<file path="src/rtl/core/sdf_scene_distance_macros.svh">
// assertion macros for the scene distance core
// included by modules that carry concurrent checks; expects i_clk and i_rst_n in scope
`ifndef SDF_SCENE_DISTANCE_MACROS_SVH
`define SDF_SCENE_DISTANCE_MACROS_SVH
`ifndef NO_ASSERTIONS
`define SDF_ASSERT_IMP(label, ante, cons) \
    label: assert property (@(posedge i_clk) disable iff (!i_rst_n) (ante) |-> (cons)) \
        else $error("sdf check failed");
`define SDF_ASSERT_NXT(label, ante, cons) \
    label: assert property (@(posedge i_clk) disable iff (!i_rst_n) (ante) |=> (cons)) \
        else $error("sdf check failed");
`else
`define SDF_ASSERT_IMP(label, ante, cons)
`define SDF_ASSERT_NXT(label, ante, cons)
`endif
`endif

</file>
<file path="src/rtl/core/sdf_pkg.sv">
// shared constants and types for the scene distance core
// no dependencies; used by sdf_isqrt, sdf_scene_distance, the checker and the testbench
`timescale 1ns / 1ps
package sdf_pkg;
    localparam int CfgW   = 15;
    localparam int PosW   = 16;
    localparam int DistW  = 16;
    localparam int AddrW  = 5;
    localparam int DataW  = 32;
    localparam int NumReg = 8;
    localparam int SqInW  = 32;
    localparam int SqOutW = SqInW / 2;
    localparam int WideW  = 18;

    localparam logic [2:0] REG_REP_PERIOD  = 3'd0;
    localparam logic [2:0] REG_BOX_HALF    = 3'd1;
    localparam logic [2:0] REG_BOX_ROUND   = 3'd2;
    localparam logic [2:0] REG_TORUS_MAJOR = 3'd3;
    localparam logic [2:0] REG_TORUS_MINOR = 3'd4;
    localparam logic [2:0] REG_SHELL_THICK = 3'd5;
    localparam logic [2:0] REG_SLAB_HALF   = 3'd6;
    localparam logic [2:0] REG_CLIP_HALF   = 3'd7;

    typedef logic [CfgW-1:0] t_cfg;
    typedef logic signed [WideW-1:0] t_wide;

    localparam t_cfg RST_REP_PERIOD  = 15'd1536;
    localparam t_cfg RST_BOX_HALF    = 15'd410;
    localparam t_cfg RST_BOX_ROUND   = 15'd410;
    localparam t_cfg RST_TORUS_MAJOR = 15'd4096;
    localparam t_cfg RST_TORUS_MINOR = 15'd2458;
    localparam t_cfg RST_SHELL_THICK = 15'd205;
    localparam t_cfg RST_SLAB_HALF   = 15'd2048;
    localparam t_cfg RST_CLIP_HALF   = 15'd7168;
endpackage

</file>
<file path="src/rtl/core/sdf_isqrt.sv">
// pipelined floor square root, two radicand bits per stage
// depends on sdf_pkg for widths
`timescale 1ns / 1ps
module sdf_isqrt (
    input  logic                        i_clk,
    input  logic                        i_ce,
    input  logic [sdf_pkg::SqInW-1:0]   i_rad,
    output logic [sdf_pkg::SqOutW-1:0]  o_root
);
    import sdf_pkg::*;

    localparam int RemW = SqOutW + 4;

    logic [RemW-1:0]   r_rem  [SqOutW];
    logic [SqOutW-1:0] r_root [SqOutW];
    logic [SqInW-1:0]  r_rad  [SqOutW];
    logic [RemW-1:0]   n_rem  [SqOutW];
    logic [SqOutW-1:0] n_root [SqOutW];
    logic [SqInW-1:0]  n_rad  [SqOutW];

    always_comb begin
        logic [RemW-1:0]   rem_in;
        logic [SqOutW-1:0] root_in;
        logic [SqInW-1:0]  rad_in;
        logic [RemW-1:0]   sh;
        logic [RemW-1:0]   trial;
        for (int k = 0; k < SqOutW; k++) begin
            if (k == 0) begin
                rem_in  = '0;
                root_in = '0;
                rad_in  = i_rad;
            end else begin
                rem_in  = r_rem[k-1];
                root_in = r_root[k-1];
                rad_in  = r_rad[k-1];
            end
            // next two radicand bits enter from the top
            sh    = {rem_in[RemW-3:0], rad_in[SqInW-1 -: 2]};
            trial = {2'b00, root_in, 2'b01};
            n_rad[k] = {rad_in[SqInW-3:0], 2'b00};
            if (sh >= trial) begin
                n_rem[k]  = sh - trial;
                n_root[k] = {root_in[SqOutW-2:0], 1'b1};
            end else begin
                n_rem[k]  = sh;
                n_root[k] = {root_in[SqOutW-2:0], 1'b0};
            end
        end
    end

    always_ff @(posedge i_clk) begin
        if (i_ce) begin
            for (int k = 0; k < SqOutW; k++) begin
                r_rem[k]  <= n_rem[k];
                r_root[k] <= n_root[k];
                r_rad[k]  <= n_rad[k];
            end
        end
    end

    assign o_root = r_root[SqOutW-1];
endmodule

</file>
<file path="config.mk">
export PLATFORM = sky130hd
export DESIGN_NAME = sdf_isqrt
export DESIGN_NICKNAME = d
export VERILOG_FILES = /design/src/rtl/core/sdf_scene_distance_macros.svh /design/src/rtl/core/sdf_pkg.sv /design/src/rtl/core/sdf_isqrt.sv
export SDC_FILE = /design/constraint.sdc
export NUM_CORES = 1
export LEC_CHECK = 0
export ABC_AREA = 1
export BUFFER_PORTS_ARGS = -buffer_cell sky130_fd_sc_hd__buf_2
export CORE_AREA = 2 2 419 317
export CTS_CLUSTER_DIAMETER = 40
export CTS_CLUSTER_SIZE = 25
export DETAILED_ROUTE_END_ITERATION = 8
export DIE_AREA = 0 0 421 319
export PLACE_DENSITY = 0.49
export RECOVER_POWER = 25
export SYNTH_ARGS = -nofsm -noshare
export SYNTH_HDL_FRONTEND = slang
export SYNTH_SLANG_ARGS = --single-unit
</file>
<file path="constraint.sdc">
create_clock -name i_clk -period 2.45 [get_ports i_clk]
set_clock_uncertainty 0.15 [all_clocks]
set_input_delay 0.1225 -clock i_clk [delete_from_list [all_inputs] [get_ports i_clk]]
set_output_delay 0.1225 -clock i_clk [all_outputs]
set_load 0.1 [all_outputs]
</file>
After elaboration in Yosys (flattened, before gate mapping) --
Memories as Yosys holds them, arrays and structs flattened. Cells that the tools add are included. Widths: inputs -> output; s select.
Storage, ports and cells: memories kept 3, register bits 0, bits in writable memories 1056, input port bits 34
Memory list:
- r_rad | depth 16, width 30, read ports 15, clocked after memory_dff 0, wr ports 16, RTL line sdf_isqrt.sv:16 | logic [SqInW-1:0] r_rad [SqOutW];
- r_rem | depth 16, width 20, read ports 15, clocked after memory_dff 0, wr ports 16, RTL line sdf_isqrt.sv:14 | logic [RemW-1:0] r_rem [SqOutW];
- r_root | depth 16, width 16, read ports 16, clocked after memory_dff 0, wr ports 16, RTL line sdf_isqrt.sv:15 | logic [SqOutW-1:0] r_root [SqOutW];
Operators by class: add/subtract/negate cells 16, mux-type cells 34, order comparisons 16
Operator list (number):
- $mux 20 | 16
- $ge 20x18->1 | 15
- $sub 20x18->20 | 15
- $mux 1 | 18
- $sub 2x1->3 const B | 1
- $ge 2x1->1 const B | 1

Logic depth before layout (Yosys ltp) --
An unclocked memory read counts as a cell.
depth after elaboration 3, mapped depth 14, depth with buffers taken out 14

Worst setup path before layout --
Ideal clock, no wire load.
kind flip-flop to flip-flop, from memory r_rem[1][104] in the netlist's numbering, to memory r_rem[1][126] in the netlist's numbering, data pin, path slack 0.403 ns, arrival 1.640 ns, stages on the path, launching flop included 11, path through edfxtp_1 > ha_1 > nand2_2 > inv_1 > a21oi_2 > nand2_1 > nand2_2 > nand2_2 > nor2_4 > buf_6 > o21ai_2
RTL lines (RTL line):
- start: declaration | sdf_isqrt.sv:14

==> flow_summary.html <==
<table>
<tr><th>Metric</th><th>Value</th></tr>
<tr><th colspan="2">STA</th></tr>
<tr><td>Post-layout worst setup margin</td><td>0.0989 ns</td></tr>
<tr><td>Final min period</td><td>2.35 ns</td></tr>
<tr><td>Measured slew at the worst slew-check pin</td><td>1.41 ns</td></tr>
<tr><td>Number of endpoints failing setup at the final stage</td><td>0</td></tr>
<tr><td>Sum of negative setup slack</td><td>0 ns</td></tr>
<tr><td>Headroom to the max-slew limit</td><td>6.18%</td></tr>
<tr><td>Setup repair after global routing missed its margin</td><td>no</td></tr>
<tr><td>Number of pins with negative max-slew slack in the final report</td><td>0</td></tr>
<tr><td>Ratio of final minimum period to clock period</td><td>96.0%</td></tr>
<tr><td>Count of final hold-check violations</td><td>0</td></tr>
<tr><td>Achievable clock frequency</td><td>425 MHz</td></tr>
<tr><td>Final worst hold slack</td><td>0.141 ns</td></tr>
<tr><th colspan="2">Routing</th></tr>
<tr><td>Detailed Route WL</td><td>74,800 µm</td></tr>
<tr><td>Vias per inst</td><td>4.16</td></tr>
<tr><td>Top metal layer carrying routed signals</td><td>met4</td></tr>
<tr><td>Met2 routed wirelength</td><td>29,500 µm</td></tr>
<tr><td>DR vias</td><td>22,700</td></tr>
<tr><td>Wire length the detailed router placed on met1</td><td>40,100 µm</td></tr>
<tr><td>Post-detailed-route count of antenna-violating nets</td><td>0</td></tr>
<tr><td>Number of search-and-repair iterations in the first detailed-routing pass</td><td>5</td></tr>
<tr><td>Drt drc</td><td>0</td></tr>
<tr><td>Routed length per placed instance</td><td>13.7 µm</td></tr>
<tr><td>Count of routing violations after the opening detailed-route iteration</td><td>1,581</td></tr>
<tr><td>Total length of routed met3 wires</td><td>3770 µm</td></tr>
<tr><th colspan="2">Synthesis</th></tr>
<tr><td>Syn_nets</td><td>3,502</td></tr>
<tr><td>Mean cell area of the mapped netlist</td><td>9.74 µm²</td></tr>
<tr><td>Cells taking the most area after synthesis</td><td>sky130_fd_sc_hd__edfxtp_1 58%, sky130_fd_sc_hd__nand2_1 11%, sky130_fd_sc_hd__ha_1 5.9%</td></tr>
<tr><td>Number of warnings printed during yosys synthesis</td><td>0</td></tr>
<tr><td>Dominant cell by count in the synthesized netlist</td><td>sky130_fd_sc_hd__nand2_1</td></tr>
<tr><td>Part of the Yosys area used for sequential elements</td><td>58.2%</td></tr>
<tr><td>Flops &amp; latches, synth</td><td>626</td></tr>
<tr><td>Post-Syn Area</td><td>32,300 µm²</td></tr>
<tr><td>Ranking of synthesized cells by instance count</td><td>920 x sky130_fd_sc_hd__nand2_1, 626 x sky130_fd_sc_hd__edfxtp_1, 482 x sky130_fd_sc_hd__inv_1</td></tr>
<tr><td>Async set-reset flop share out of synthesis</td><td>0%</td></tr>
<tr><td>Gate Count Post-Synth</td><td>3,315</td></tr>
<tr><td>Share of the synthesized area in the top cell type</td><td>58.2%</td></tr>
<tr><td>Unique masters post-synth</td><td>48</td></tr>
<tr><td>Cell type with the largest total area after synthesis</td><td>sky130_fd_sc_hd__edfxtp_1</td></tr>
<tr><td>Number of enable flip-flop cells after synthesis</td><td>626</td></tr>
<tr><td>Top FF cell, synth</td><td>sky130_fd_sc_hd__edfxtp_1</td></tr>
<tr><th colspan="2">Clocking</th></tr>
<tr><td>CTS clk-pin slew, worst paths</td><td>0.06 ns</td></tr>
<tr><td>H-Tree Level Count</td><td>3</td></tr>
<tr><td>Latest clock arrival within the worst-skew pair</td><td>0.70 ns</td></tr>
<tr><td>CTS Buf Count</td><td>93</td></tr>
<tr><td>CTS sink count</td><td>626</td></tr>
<tr><td>Longest Clk Path Bufs</td><td>3</td></tr>
<tr><td>Root Buffer Master</td><td>sky130_fd_sc_hd__clkbuf_16</td></tr>
<tr><td>Clock tree from TritonCTS</td><td>done</td></tr>
<tr><th colspan="2">Die</th></tr>
<tr><td>Starting Density</td><td>24.8%</td></tr>
<tr><td>Die area</td><td>134,000 µm²</td></tr>
<tr><td>Width of the die</td><td>421 µm</td></tr>
<tr><td>Core Region</td><td>130,000 µm²</td></tr>
<tr><td>Die H</td><td>319 µm</td></tr>
<tr><td>Boundary pin count</td><td>50</td></tr>
<tr><td>Std-Cell Rows</td><td>115</td></tr>
<tr><th colspan="2">Setup path</th></tr>
<tr><td>Arrival time of the worst setup path</td><td>2.61 ns</td></tr>
<tr><td>Reg2Reg Launch Point</td><td>r_root[1][38]</td></tr>
<tr><td>Cell type group with the largest total delay on the critical path</td><td>simple AND/OR/NAND/NOR gates</td></tr>
<tr><td>Count of buffer and inverter cells on the critical path</td><td>2</td></tr>
<tr><td>Cell-by-cell trace of the critical path</td><td>inv_1, ha_1, nand2_1, nor3_1, a21oi_2, buf_4, nand3_2, nand3_1, nand2_1</td></tr>
<tr><td>Delay of the slowest cell on the worst path</td><td>0.45 ns</td></tr>
<tr><td>Slowest cell on crit path</td><td>sky130_fd_sc_hd__edfxtp_1</td></tr>
<tr><td>Type of origin of the critical path</td><td>flop</td></tr>
<tr><td>Endpoint required time on the critical path</td><td>2.71 ns</td></tr>
<tr><td>Crit-path most repeated cell</td><td>sky130_fd_sc_hd__nand2_1</td></tr>
<tr><td>Critical Path Fanout Max</td><td>5</td></tr>
<tr><td>Crit path kind</td><td>flop to flop</td></tr>
<tr><td>Endpoint class of the critical path</td><td>flop</td></tr>
<tr><td>Crit path from</td><td>r_root[1][38]</td></tr>
<tr><th colspan="2">Status</th></tr>
<tr><td>Status</td><td>completed</td></tr>
<tr><th colspan="2">GRT</th></tr>
<tr><td>Total global routing track utilization</td><td>11.1%</td></tr>
<tr><td>Final global-route overflow total</td><td>0</td></tr>
<tr><td>Wire length of the first global-routing pass</td><td>119,000 µm</td></tr>
<tr><td>Largest net degree at the start of global routing</td><td>66</td></tr>
<tr><td>Antenna violations before repair</td><td>0</td></tr>
<tr><td>Vias in the first global route</td><td>21,700</td></tr>
<tr><th colspan="2">Job</th></tr>
<tr><td>Reported max-cap violation count</td><td>0</td></tr>
<tr><th colspan="2">Pwr</th></tr>
<tr><td>Net switching power of the design</td><td>0.00966 W</td></tr>
<tr><td>Max rail drop VDD</td><td>622 µV</td></tr>
<tr><td>Relative contribution of combinational cells to total power</td><td>16.2%</td></tr>
<tr><td>Power density cells</td><td>819 nW/µm²</td></tr>
<tr><td>Switching power as a share of total power</td><td>29.6%</td></tr>
<tr><td>Part of the total power dissipated in the clock network</td><td>41.6%</td></tr>
<tr><td>Internal power</td><td>0.0229 W</td></tr>
<tr><td>Leakage power of the design</td><td>16.8 nW</td></tr>
<tr><td>Reg power frac</td><td>42.2%</td></tr>
<tr><th colspan="2">Worst hold path</th></tr>
<tr><td>Hold Crit Class</td><td>input port to flop</td></tr>
<tr><td>Start point of the worst min-delay path</td><td>i_rad[31]</td></tr>
<tr><th colspan="2">Placement</th></tr>
<tr><td>HPWL Detailed</td><td>56,200 µm</td></tr>
<tr><td>Global placer's final weighted congestion</td><td>0.854</td></tr>
<tr><td>DP Worst Slack</td><td>-0.0451 ns</td></tr>
<tr><td># port buffers</td><td>49</td></tr>
<tr><th colspan="2">Cells and area</th></tr>
<tr><td>Fraction of final layout cells sized beyond drive strength 1</td><td>13.1%</td></tr>
<tr><td>Area growth, synth to finish</td><td>23.2%</td></tr>
<tr><td>Layout net count</td><td>3,809</td></tr>
</table>
-- layout by cell type, fill, tap and decap left out, drive strengths merged, types with 2 or more instances in the layout --
cell         instances
inv                531
nand3              215
ha                 153
clkbuf             102
nor2               289
and2                 4
xnor2               43
edfxtp             626
xor2                50
o21a                 9
nand3b              31
clkinvlp             5
nand4               50
buf                171
a21boi               2
bufinv               4
o21bai               5
dlygate4sd3         64
a21oi              182
or2                 10
nor3                31
clkinv              31
o21ai              134
o211ai               2
a21o                 5
nand2              944
and3                 4
-- worst paths after layout --
check,slack [ns],to,cells after the start
worst max-delay path,0.1,r_rem[1][69],9
worst min register to register,0.25,r_rad[0][133],0
worst min-delay path,0.14,r_root[0][0],3
worst max register to register,0.1,r_rem[1][69],9
-- logic make-up (layout without fill, tap and decap cells) --
group	after synthesis	in the layout	synth area share (%)
other	1	2	0.0116
AO/OA/AOI/OAI	340	340	6.06
buffers and inverters	523	908	6.49
AND/OR/NAND/NOR	1579	1580	20.8
adder cells (fa/ha/maj)	153	153	5.93
flip-flops	626	626	58.2
XOR/XNOR	93	93	2.54
-- sequential cells by signal, summed over array words and instances (netlist names) --
name	flops
r_root	136
r_rem	250
r_rad	240
-- worst reg2reg max path: cells and delay by family, from the launching register on --
kind                     cells  cell delay, ns
buffers and inverters        2            0.23
flip-flops                   1            0.45
AND/OR/NAND/NOR              5            0.66
adder cells (fa/ha/maj)      1            0.35
AO/OA/AOI/OAI                1            0.24
-- power by group through the flow --
stage / Sequential (W) / Clock (W) / Combinational [W]
2_1_floorplan: 0.0137 / 0 / 0.00351
3_3_place_gp: 0.0140 / 0 / 0.00513
3_5_place_dp: 0.0140 / 0 / 0.00510
4_1_cts: 0.0138 / 0.0140 / 0.00521
5_1_grt: 0.0139 / 0.0145 / 0.00602
6_report: 0.0138 / 0.0135 / 0.00529
-- per-layer routing --
layer	global-route usage (%)	vias to the layer above
met3	2.31	106
met1	17.2	10400
met5	0	-
met4	3.01	0
met2	15.2	451
li1	-	11800
-- through the flow --
stage / instance area (µm²) / utilization, % / power, W / instances
2_1_floorplan: 32300 / - / 0.0172 / 3315
3_3_place_gp: 35700 / 27.4 / 0.0191 / 5209
3_5_place_dp: 35700 / 27.4 / 0.0191 / 5209
4_1_cts: 39600 / 30.4 / 0.0330 / 5447
5_1_grt: 39800 / 30.6 / 0.0343 / 5456
6_report: 39800 / 30.6 / 0.0326 / 5457
-- area by class of cell --
class	count	area (µm²)
diodes	1	2.50
clock buffers	99	2370
clock inverters	75	892
fillers	13400	90400
inverters	495	1890
multi-input cells	2167	11600
flip-flops and latches	626	18800
well taps	1755	2200
repair buffers	238	2090
repair inverters	1	6.26
-- what timing repair did --
item / in CTS / in global routing
resized for setup: 1 / 50
pin swaps: 0 / 6
gates cloned: 0 / 2
hold endpoints to repair: 411 / 0
setup buffers: 0 / 7
endpoints found under the setup margin: 14 / 127
hold buffers: 64 / 0
Note: power is estimated with default switching activity, not from simulation.
